<file path="config.mk">
export PLATFORM = sky130hd
export DESIGN_NAME = ipv4_octet_range_allow_list
export DESIGN_NICKNAME = d
export VERILOG_FILES = /design/src/rtl/ipv4al_pkg.sv /design/src/rtl/ipv4al_ram.sv /design/src/rtl/ipv4al_ctrl.sv /design/src/rtl/ipv4al_dp.sv /design/src/rtl/ipv4_octet_range_allow_list.sv
export SDC_FILE = /design/constraint.sdc
export NUM_CORES = 2
export LEC_CHECK = 0
export BUFFER_PORTS_ARGS = -buffer_cell sky130_fd_sc_hd__buf_2
export CORE_ASPECT_RATIO = 1.25
export CORE_MARGIN = 1.5
export CORE_UTILIZATION = 50
export DETAILED_ROUTE_END_ITERATION = 10
export MAX_ROUTING_LAYER = met4
export PLACE_DENSITY = 0.72
export SYNTH_ARGS = -nofsm -noshare
export SYNTH_HDL_FRONTEND = slang
export SYNTH_SLANG_ARGS = --single-unit
</file>
<file path="constraint.sdc">
create_clock -name i_clk -period 10.1 [get_ports i_clk]
set_input_delay 2.525 -clock i_clk [delete_from_list [all_inputs] [get_ports i_clk]]
set_output_delay 2.525 -clock i_clk [all_outputs]
set_load 0.03 [all_outputs]
</file>
<file path="src/rtl/ipv4al_pkg.sv">
// shared types, command codes and octet compare for the ipv4 range allow list
`default_nettype none

package ipv4al_pkg;

    localparam int ADDR_W  = 32;
    localparam int OCTETS  = 4;
    localparam int OCTET_W = 8;

    // command codes carried on the input tuser
    localparam logic [1:0] CMD_CHECK  = 2'd0;
    localparam logic [1:0] CMD_INSERT = 2'd1;
    localparam logic [1:0] CMD_CLEAR  = 2'd2;

    // controller to datapath
    typedef struct packed {
        logic cap_check;   // capture address, rewind scan
        logic do_insert;   // append entry unless full
        logic do_clear;    // empty the table
        logic scan_rd;     // read entry at scan index
        logic res_load;    // load output register
        logic res_scan;    // result comes from scan hit
        logic res_ins;     // result carries insert refusal
    } t_dp_cmd;

    // datapath to controller
    typedef struct packed {
        logic scan_more;   // entries left to read
        logic rd_pending;  // read data still to compare
        logic out_free;    // output register free this cycle
    } t_dp_stat;

    // every octet of addr within the entry's own inclusive bounds
    function automatic logic octets_within(
        input logic [ADDR_W-1:0] addr,
        input logic [ADDR_W-1:0] lo,
        input logic [ADDR_W-1:0] hi
    );
        logic ok;
        logic [OCTET_W-1:0] a;
        logic [OCTET_W-1:0] l;
        logic [OCTET_W-1:0] h;
        ok = 1'b1;
        for (int k = 0; k < OCTETS; k++) begin
            a = addr[k*OCTET_W +: OCTET_W];
            l = lo[k*OCTET_W +: OCTET_W];
            h = hi[k*OCTET_W +: OCTET_W];
            if (a < l || a > h) begin
                ok = 1'b0;
            end
        end
        return ok;
    endfunction

endpackage

`default_nettype wire

</file>
<file path="src/rtl/ipv4al_ram.sv">
// generic single-write, single-read ram with registered read data
`default_nettype none

module ipv4al_ram #(
    parameter int WIDTH = 64,
    parameter int DEPTH = 64
) (
    input  wire logic                                  i_clk,
    input  wire logic                                  i_we,
    input  wire logic [(DEPTH > 1 ? $clog2(DEPTH) : 1)-1:0] i_waddr,
    input  wire logic [WIDTH-1:0]                      i_wdata,
    input  wire logic [(DEPTH > 1 ? $clog2(DEPTH) : 1)-1:0] i_raddr,
    output logic      [WIDTH-1:0]                      o_rdata
);

    logic [WIDTH-1:0] r_mem [DEPTH];

    always_ff @(posedge i_clk) begin
        if (i_we) begin
            r_mem[i_waddr] <= i_wdata;
        end
        o_rdata <= r_mem[i_raddr];
    end

endmodule

`default_nettype wire

</file>
<file path="src/rtl/ipv4al_ctrl.sv">
// controller state machine: item intake, table scan sequencing, result hand-off
`default_nettype none

module ipv4al_ctrl (
    input  wire logic                 i_clk,
    input  wire logic                 i_rst_n,
    input  wire logic                 i_s_tvalid,
    input  wire logic [1:0]           i_cmd,
    output logic                      o_s_tready,
    input  wire ipv4al_pkg::t_dp_stat i_stat,
    output ipv4al_pkg::t_dp_cmd       o_cmd
);

    localparam logic ST_IDLE = 1'b0;
    localparam logic ST_SCAN = 1'b1;

    logic r_state;
    logic n_state;
    logic accept;

    assign o_s_tready = (r_state == ST_IDLE) && i_stat.out_free;
    assign accept     = i_s_tvalid && o_s_tready;

    always_comb begin
        n_state = r_state;
        o_cmd   = '0;
        unique case (r_state)
            ST_IDLE: begin
                if (accept) begin
                    unique case (i_cmd)
                        ipv4al_pkg::CMD_CHECK: begin
                            o_cmd.cap_check = 1'b1;
                            n_state         = ST_SCAN;
                        end
                        ipv4al_pkg::CMD_INSERT: begin
                            o_cmd.do_insert = 1'b1;
                            o_cmd.res_load  = 1'b1;
                            o_cmd.res_ins   = 1'b1;
                        end
                        ipv4al_pkg::CMD_CLEAR: begin
                            o_cmd.do_clear = 1'b1;
                            o_cmd.res_load = 1'b1;
                        end
                        default: begin
                            // unused code: zero result, table untouched
                            o_cmd.res_load = 1'b1;
                        end
                    endcase
                end
            end
            ST_SCAN: begin
                o_cmd.scan_rd = i_stat.scan_more;
                if (!i_stat.scan_more && !i_stat.rd_pending) begin
                    o_cmd.res_load = 1'b1;
                    o_cmd.res_scan = 1'b1;
                    n_state        = ST_IDLE;
                end
            end
            default: begin
                n_state = ST_IDLE;
            end
        endcase
    end

    always_ff @(posedge i_clk) begin
        if (!i_rst_n) begin
            r_state <= ST_IDLE;
        end else begin
            r_state <= n_state;
        end
    end

endmodule

`default_nettype wire

</file>
<file path="src/rtl/ipv4al_dp.sv">
// datapath: entry table, scan index, octet compare, hit flag and output register
`default_nettype none

module ipv4al_dp #(
    parameter int MAX_ENTRIES = 64
) (
    input  wire logic                          i_clk,
    input  wire logic                          i_rst_n,
    input  wire logic [ipv4al_pkg::ADDR_W-1:0] i_check_address,
    input  wire logic [ipv4al_pkg::ADDR_W-1:0] i_range_low,
    input  wire logic [ipv4al_pkg::ADDR_W-1:0] i_range_high,
    input  wire ipv4al_pkg::t_dp_cmd           i_cmd,
    output ipv4al_pkg::t_dp_stat               o_stat,
    input  wire logic                          i_m_tready,
    output logic                               o_m_tvalid,
    output logic                               o_allowed,
    output logic                               o_insert_refused
);

    localparam int AW = (MAX_ENTRIES > 1) ? $clog2(MAX_ENTRIES) : 1;
    localparam int CW = $clog2(MAX_ENTRIES + 1);
    localparam int EW = 2 * ipv4al_pkg::ADDR_W;

    logic [CW-1:0]                 r_count;
    logic [CW-1:0]                 r_idx;
    logic [ipv4al_pkg::ADDR_W-1:0] r_addr;
    logic                          r_rd_vld;
    logic                          r_hit;
    logic                          r_out_vld;
    logic                          r_allowed;
    logic                          r_refused;
    logic                          full;
    logic                          ram_we;
    logic [EW-1:0]                 rdata;

    assign full   = (r_count == CW'(MAX_ENTRIES));
    assign ram_we = i_cmd.do_insert && !full;

    ipv4al_ram #(
        .WIDTH(EW),
        .DEPTH(MAX_ENTRIES)
    ) u_ram (
        .i_clk  (i_clk),
        .i_we   (ram_we),
        .i_waddr(r_count[AW-1:0]),
        .i_wdata({i_range_high, i_range_low}),
        .i_raddr(r_idx[AW-1:0]),
        .o_rdata(rdata)
    );

    assign o_stat.scan_more  = (r_idx < r_count);
    assign o_stat.rd_pending = r_rd_vld;
    assign o_stat.out_free   = !r_out_vld || i_m_tready;

    // control state
    always_ff @(posedge i_clk) begin
        if (!i_rst_n) begin
            r_count   <= '0;
            r_idx     <= '0;
            r_rd_vld  <= 1'b0;
            r_out_vld <= 1'b0;
        end else begin
            if (i_cmd.do_clear) begin
                r_count <= '0;
            end else if (ram_we) begin
                r_count <= r_count + CW'(1);
            end
            if (i_cmd.cap_check) begin
                r_idx <= '0;
            end else if (i_cmd.scan_rd) begin
                r_idx <= r_idx + CW'(1);
            end
            r_rd_vld <= i_cmd.scan_rd;
            if (i_cmd.res_load) begin
                r_out_vld <= 1'b1;
            end else if (i_m_tready) begin
                r_out_vld <= 1'b0;
            end
        end
    end

    // payload
    always_ff @(posedge i_clk) begin
        if (i_cmd.cap_check) begin
            r_addr <= i_check_address;
            r_hit  <= 1'b0;
        end else if (r_rd_vld && ipv4al_pkg::octets_within(
                r_addr, rdata[ipv4al_pkg::ADDR_W-1:0], rdata[EW-1:ipv4al_pkg::ADDR_W])) begin
            r_hit <= 1'b1;
        end
        if (i_cmd.res_load) begin
            r_allowed <= i_cmd.res_scan && r_hit;
            r_refused <= i_cmd.res_ins && full;
        end
    end

    assign o_m_tvalid       = r_out_vld;
    assign o_allowed        = r_allowed;
    assign o_insert_refused = r_refused;

endmodule

`default_nettype wire

</file>
<file path="src/rtl/ipv4_octet_range_allow_list.sv">
// top level of the ipv4 per-octet range allow list
`default_nettype none

// Keeps up to MAX_ENTRIES allowed ranges, each with an inclusive lower and
// upper bound per octet (octet 0 in bits 7..0). Each input transfer carries
// a command on tuser: check (answer allowed when any stored entry holds all
// four address octets within its own bounds), insert (append an entry, or
// report insert_refused when the table is full) or clear (empty the table);
// code 3 is ignored and answers zeros. Every input transfer yields exactly one
// output transfer. Insert, clear and the unused code answer on the cycle after
// acceptance. A check scans the table one entry per cycle through the single
// read port of the entry ram and answers once every stored entry has been read
// and compared. Items are handled one at a time; a new item is taken once the
// block is idle and the output register is free or being drained in the same
// cycle. Entry storage needs no clearing after reset: only entries below the
// fill count are ever read.
module ipv4_octet_range_allow_list #(
    parameter int MAX_ENTRIES = 64
) (
    input  wire logic        i_clk,
    input  wire logic        i_rst_n,
    // input stream
    input  wire logic        i_s_tvalid,
    output logic             o_s_tready,
    input  wire logic [95:0] i_s_tdata,  // check_address[31:0], range_low[63:32],
                                         // range_high[95:64]
    input  wire logic [1:0]  i_s_tuser,  // cmd[1:0]
    // output stream
    output logic             o_m_tvalid,
    input  wire logic        i_m_tready,
    output logic [7:0]       o_m_tdata   // allowed[0], insert_refused[1], zero[7:2]
);

    ipv4al_pkg::t_dp_cmd  dp_cmd;
    ipv4al_pkg::t_dp_stat dp_stat;
    logic                 allowed;
    logic                 insert_refused;

    // sequencing: intake, scan steps, result load
    ipv4al_ctrl u_ctrl (
        .i_clk     (i_clk),
        .i_rst_n   (i_rst_n),
        .i_s_tvalid(i_s_tvalid),
        .i_cmd     (i_s_tuser),
        .o_s_tready(o_s_tready),
        .i_stat    (dp_stat),
        .o_cmd     (dp_cmd)
    );

    // table, compare and output register
    ipv4al_dp #(
        .MAX_ENTRIES(MAX_ENTRIES)
    ) u_dp (
        .i_clk           (i_clk),
        .i_rst_n         (i_rst_n),
        .i_check_address (i_s_tdata[31:0]),
        .i_range_low     (i_s_tdata[63:32]),
        .i_range_high    (i_s_tdata[95:64]),
        .i_cmd           (dp_cmd),
        .o_stat          (dp_stat),
        .i_m_tready      (i_m_tready),
        .o_m_tvalid      (o_m_tvalid),
        .o_allowed       (allowed),
        .o_insert_refused(insert_refused)
    );

    // pad result flags out to a whole byte
    assign o_m_tdata = {6'b0, insert_refused, allowed};

endmodule

`default_nettype wire

</file>
=== Word level (Yosys, flattened, before mapping) ===
Memory sizes are Yosys's and may differ from the RTL's. A register that Yosys moved wholly into a read port is not among the register bits.
Cells that the tools add are included.
W data, S select, Z words.

* Register bits after elaboration: 52
* Bits in writable memories: 4096
* Input bits: 102
* Output and inout port bits: 10
* Memories kept: 1

{| class="wikitable"
|+ Memory list
! memory !! words !! width !! read ports !! clocked after Yosys merged registers in !! write ports !! line !! text
|-
| u_dp.u_ram.r_mem || 64 || 64 || 1 || 1 || 1 || ipv4al_ram.sv:16 || <nowiki>logic [WIDTH-1:0] r_mem [DEPTH];</nowiki>
|}

* Add/subtract/negate cells: 2
* Order comparisons: 9
* Equality and inequality tests: 3
* Mux-type cells: 25
* Bitwise logic cells: 2
* Reductions and logical operators: 20

{| class="wikitable"
|+ Operator list
! kind !! number
|-
| $gt A8 B8 Y1 || 4
|-
| $lt A8 B8 Y1 || 4
|-
| $mux W1 || 20
|-
| $add A7 B1 Y7 const B || 2
|-
| $eq A7 B7 Y1 const B || 1
|-
| $logic_and A1 B1 Y1 || 7
|-
| $lt A7 B7 Y1 || 1
|-
| $mux W3 || 2
|-
| $logic_or A1 B1 Y1 || 5
|-
| $logic_not A1 Y1 || 4
|-
| $pmux W1 S2 || 2
|-
| $reduce_or A2 Y1 || 2
|-
| $eq A2 B1 Y1 const B || 1
|-
| $eq A2 B2 Y1 const B || 1
|-
| $logic_not A2 Y1 || 1
|-
| $mux W2 || 1
|-
| $not A1 Y1 || 2
|-
| $reduce_bool A2 Y1 || 1
|}

=== Depth between registers and ports, before layout ===
* Depth after elaboration: 9
* Gate-level depth with buffers: 10
* Gate-level depth less buffers: 8

=== Cells and area by module ===
Synthesis repeated with hierarchy kept, for this count alone.

* Cells, all modules: 6964
* Area, all modules: 159965.9 µm²

{| class="wikitable"
|+ Modules (own cells, without submodules)
! module !! instances !! cells each !! area each (µm²) !! sequential area each (µm²)
|-
| ipv4al_ram || 1 || 6598 || 156348.7 || 124279.2
|-
| ipv4al_dp || 1 || 343 || 3413.3 || 1361.3
|-
| ipv4al_ctrl || 1 || 14 || 140.1 || 20.0
|-
| ipv4_octet_range_allow_list || 1 || 9 || 63.8 || 0.0
|}

=== Worst setup path before layout ===
Ideal clock, no wire load.

* Kind: input -> register
* Start: in i_m_tready
* End: mem u_dp.u_ram.r_mem[59][0], enable pin
* Arrival: 6.199 ns
* Slack: 3.414 ns
* Stages: 5
* Path buffers: 0
* Cells stage by stage: nor2b_1 nor4_1 and3_1 nand3_1 nor2_1

* Longest elaborated chain between the ends: 8

{| class="wikitable"
|+ RTL lines
! item !! line !! text
|-
| start, declared || ipv4_octet_range_allow_list.sv:30 || <nowiki>input wire logic i_m_tready,</nowiki>
|-
| $logic_or A1 B1 Y1 || ipv4al_dp.sv:53 || <nowiki>assign o_stat.out_free = !r_out_vld || i_m_tready;</nowiki>
|-
| $logic_and A1 B1 Y1 || ipv4al_ctrl.sv:21 || <nowiki>assign o_s_tready = (r_state == ST_IDLE) && i_stat.out_free;</nowiki>
|-
| $logic_and A1 B1 Y1 || ipv4al_ctrl.sv:22 || <nowiki>assign accept = i_s_tvalid && o_s_tready;</nowiki>
|-
| $mux W3 || ipv4al_ctrl.sv:29 || <nowiki>if (accept) begin</nowiki>
|-
| $mux W3 || ipv4al_ctrl.sv:27 || <nowiki>unique case (r_state)</nowiki>
|-
| $logic_and A1 B1 Y1 || ipv4al_dp.sv:37 || <nowiki>assign ram_we = i_cmd.do_insert && !full;</nowiki>
|-
| $mux W1 || ipv4al_ram.sv:19 || <nowiki>if (i_we) begin</nowiki>
|-
| $mux W1 (not written as such) || ipv4al_ram.sv:20 || <nowiki>r_mem[i_waddr] <= i_wdata;</nowiki>
|-
| end, declared || ipv4al_ram.sv:16 ||
|}

Every way passes these cells.

=== Worst setup path in the final report ===
* Start: in i_m_tready
* End: mem u_dp.u_ram.r_mem[15][39], enable pin

Same word-level chain as after synthesis.

==> flow_metrics.env <==
export IMPL_status="finished, violations left"
export IMPL_violations="max-capacitance violations, max-slew violations"
export IMPL_area_growth_syn_to_layout_pct=11.8
export IMPL_gp_congestion=0.883
export IMPL_crit_type="in2reg"
export IMPL_track_usage_pct=27.1
export IMPL_timing_setup_tns_ps=0
export IMPL_fin_crit_sh_pct=60.5
export IMPL_sw_frac_of_total_pct=19.8
export IMPL_synth_edf_count=4130
export IMPL_die_h_um=637
export IMPL_switchingPower_mw=6.79
export IMPL_worstSkewPairLatency_ps=940
export IMPL_synth_avg_cell_area_um2=23.7
export IMPL_wl_met1_mm=148
export IMPL_crit_slowest_cell="nor4_2"
export IMPL_power_density_cell_area_mw_per_mm2=191
export IMPL_cp_top_family="simple AND/OR/NAND/NOR gates"
export IMPL_postCtsSetupBuffers=0
export IMPL_synth_warnings=0
export IMPL_crit_fanout=45
export IMPL_io_pins=112
export IMPL_maxCapViolCount=3
export IMPL_tritoncts="built"
export IMPL_drtIter0Drc=11700
export IMPL_final_nets=7312
export IMPL_p_leak_nw=54.6
export IMPL_min_path_type="reg2reg"
export IMPL_multi_input_area_mm2=0.0335
export IMPL_synthFlopType="edfxtp_1"
export IMPL_via_per_inst=6.57
export IMPL_finalPower_mw=34.3
export IMPL_critPathCaptureType="flip-flop"
export IMPL_hpwl_mm=245
export IMPL_synth_cell_types=50
export IMPL_fmax_ghz=0.164
export IMPL_antenna_found_initial=43
export IMPL_cts_root_buf="clkbuf_16"
export IMPL_hold_ws_ps=524
export IMPL_dieArea_mm2=0.325
export IMPL_pre_cts_ws_ps=3310
export IMPL_synthCells=6789
export IMPL_cts_resized=0
export IMPL_crit_top_cell="buf_4"
export IMPL_hold_viol=0
export IMPL_p_clk_share_pct=42.6
export IMPL_portBuffers=105
export IMPL_rsz0062_at_grt="false"
export IMPL_relSlewSlack_pct=-3.03
export IMPL_fill_cells=22300
export IMPL_grt_max_degree=132
export IMPL_grt_overflow=0
export IMPL_drcViolationCount=0
export IMPL_start_kind="primary input"
export IMPL_path_clk_slew_ps=70
export IMPL_seqPwrFrac_pct=56.0
export IMPL_cp_required_ps=10620
export IMPL_setup_slack_ps=3990
export IMPL_netlist_area_mm2=0.161
export IMPL_vdd_drop_max_uv=157
export IMPL_start_util_pct=50.3
export IMPL_synth_seq_cells=4212
export IMPL_rows=232
export IMPL_worst_slew_pin_slew_ps=1530
export IMPL_grt_pass1_wl_mm=594
export IMPL_synth_async_reset_ratio_pct=0
export IMPL_drtAntennaViolNets=0
export IMPL_cts_hold_buf=0
export IMPL_maxSlewViolCount=3
export IMPL_period_minus_slack_ps=6110
export IMPL_wl_met2_mm=213
export IMPL_cp_slowest_stage_delay_ps=920
export IMPL_via_count=76800
export IMPL_die_x_um=510
export IMPL_clock_sinks=4212
export IMPL_core_area_mm2=0.320
export IMPL_finClkSkew_ps=66.1
export IMPL_postRouteWirelength_mm=427
export IMPL_avgRoutedWirePerCell_um=36.5
export IMPL_seqCellArea_mm2=0.126
export IMPL_htree_levels=5
export IMPL_crit_arrival_ps=6630
export IMPL_setup_viol=0
export IMPL_first_pass_iters=7
export IMPL_routed_wl_met3_mm=44.3
export IMPL_grt_pass1_vias=76700
export IMPL_top_layer="met4"
export IMPL_drive_above_1_share_pct=28.7
export IMPL_cp_cell_sequence="buf_2, nor2b_1, nor4_2, nand4_1, buf_4, nor2_4, buf_4"
export IMPL_combinationalPowerShare_pct=1.4
export IMPL_seq_area_frac_synth_pct=78.2
export IMPL_cts_path_max_buffers=4
export IMPL_p_int_mw=27.5
export IMPL_path_buf_inv=3
export IMPL_cts_inserted_buffers=383
==> final cells by class <==
class	count	share of cell area [%]
clock buffers	481	5.67
multi-input cells	2146	18.6
well taps	4212	2.93
repair buffers	326	1.32
diodes	27	0.0376
clock inverters	222	1.28
flip-flops and latches	4212	70.0
inverters	72	0.155
==> per-stage QoR <==
stage	util, %	cells	area (um^2)
2_1_floorplan	-	6794	161000
5_1_grt	56.2	11700	180000
3_5_place_dp	52.3	11000	167000
6_report	56.2	11700	180000
4_1_cts	56.2	11700	180000
3_3_place_gp	52.3	11000	167000
==> layer usage <==
| layer | GRT usage, % | vias to the layer above |
|---|---|---|
| met1 | 34.2 | 41000 |
| met5 | - | - |
| met3 | 5.43 | 857 |
| met2 | 43.2 | 5148 |
| met4 | 11.4 | 0 |
| li1 | - | 29800 |
==> kinds of logic after synthesis <==
group / Yosys count / share of synthesized area [%]
DFF: 4212 / 78.2
muxes: 1278 / 17.1
buffers and inverters: 436 / 1.29
AOI/OAI and AO/OA: 407 / 1.69
and+or+nand+nor: 381 / 1.13
adders and majority gates: 69 / 0.537
xor gates and xnor gates: 5 / 0.0273
other: 1 / 0.00233
==> synth_stat cells, types with 51 or more instances <==
master | number | area (um^2)
nand2_1 | 98 | 368
o22ai_1 | 51 | 319
a21oi_1 | 100 | 500
nor2b_1 | 94 | 588
clkbuf_1 | 141 | 529
edfxtp_1 | 4130 | 124000
a211oi_1 | 120 | 901
mux2i_1 | 102 | 1020
ha_1 | 69 | 863
dfxtp_1 | 82 | 1640
nor2_1 | 115 | 432
mux4_2 | 1174 | 26400
inv_1 | 69 | 259
buf_2 | 123 | 616
==> final timing paths <==
| path | depth (start not counted) | slack, ps | from | endpoint |
|---|---|---|---|---|
| worst max register to register | 5 | 5160 | u_ctrl.r_state | u_dp.u_ram.r_mem[15][39] |
| worst min register to register | 2 | 520 | u_dp.r_idx[6] | u_dp.r_idx[6] |
| worst max-delay path | 7 | 3990 | i_m_tready | u_dp.u_ram.r_mem[15][39] |
| worst min-delay path | 2 | 520 | u_dp.r_idx[6] | u_dp.r_idx[6] |
==> state kept, by name, summed over array words and instances, names as in the netlist <==
name,count
u_ctrl.r_state,1
u_dp.r_hit,1
u_dp.o_allowed,1
u_dp.r_addr,32
u_dp.u_ram.r_mem,4096
u_dp.r_rd_vld,1
u_dp.r_count,7
u_dp.r_idx,7
u_dp.o_m_tvalid,1
u_dp.u_ram.o_rdata,64
u_dp.o_insert_refused,1
==> power by group through the flow <==
stage / combinational, mW / sequential (mW) / clock (mW)
finish: 0.485 / 19.2 / 14.6
global route: 0.506 / 19.2 / 15.4
CTS: 0.481 / 19.2 / 14.7
detailed placement: 0.480 / 19.6 / 0
global placement: 0.453 / 19.6 / 0
floorplan: 0.0805 / 19.6 / 0
==> worst register-to-register path, stage by stage (launching register included) <==
cell	delay, ps
dfxtp_1	470
nor4_2	1030
nand4_1	760
buf_4	440
nor2_4	850
buf_4	860
==> placed cells by master, fill, tap and decap left out, types with 5 or more instances in the layout <==
master / count
ha_1: 69
clkinvlp_4: 14
clkbuf_1: 82
bufinv_16: 42
clkinv_1: 69
dfxtp_4: 6
a22oi_1: 35
clkbuf_16: 390
a21oi_1: 100
o22ai_1: 51
dfxtp_1: 76
o31ai_1: 15
nand3_1: 14
nor3_1: 17
xnor2_1: 5
mux2i_1: 102
diode_2: 27
edfxtp_1: 4130
a221oi_1: 20
nand4_1: 13
mux4_2: 1174
conb_1: 6
buf_4: 212
o21ai_0: 18
clkbuf_8: 9
nor2_4: 65
inv_1: 68
buf_2: 100
nand2b_1: 12
a211oi_1: 120
a21o_1: 6
inv_6: 10
nand2_1: 96
clkinv_2: 75
buf_12: 14
a31oi_1: 17
nor2_1: 48
clkinv_4: 5
nor2b_1: 92
No activity file was read; power rests on OpenSTA's default activity.
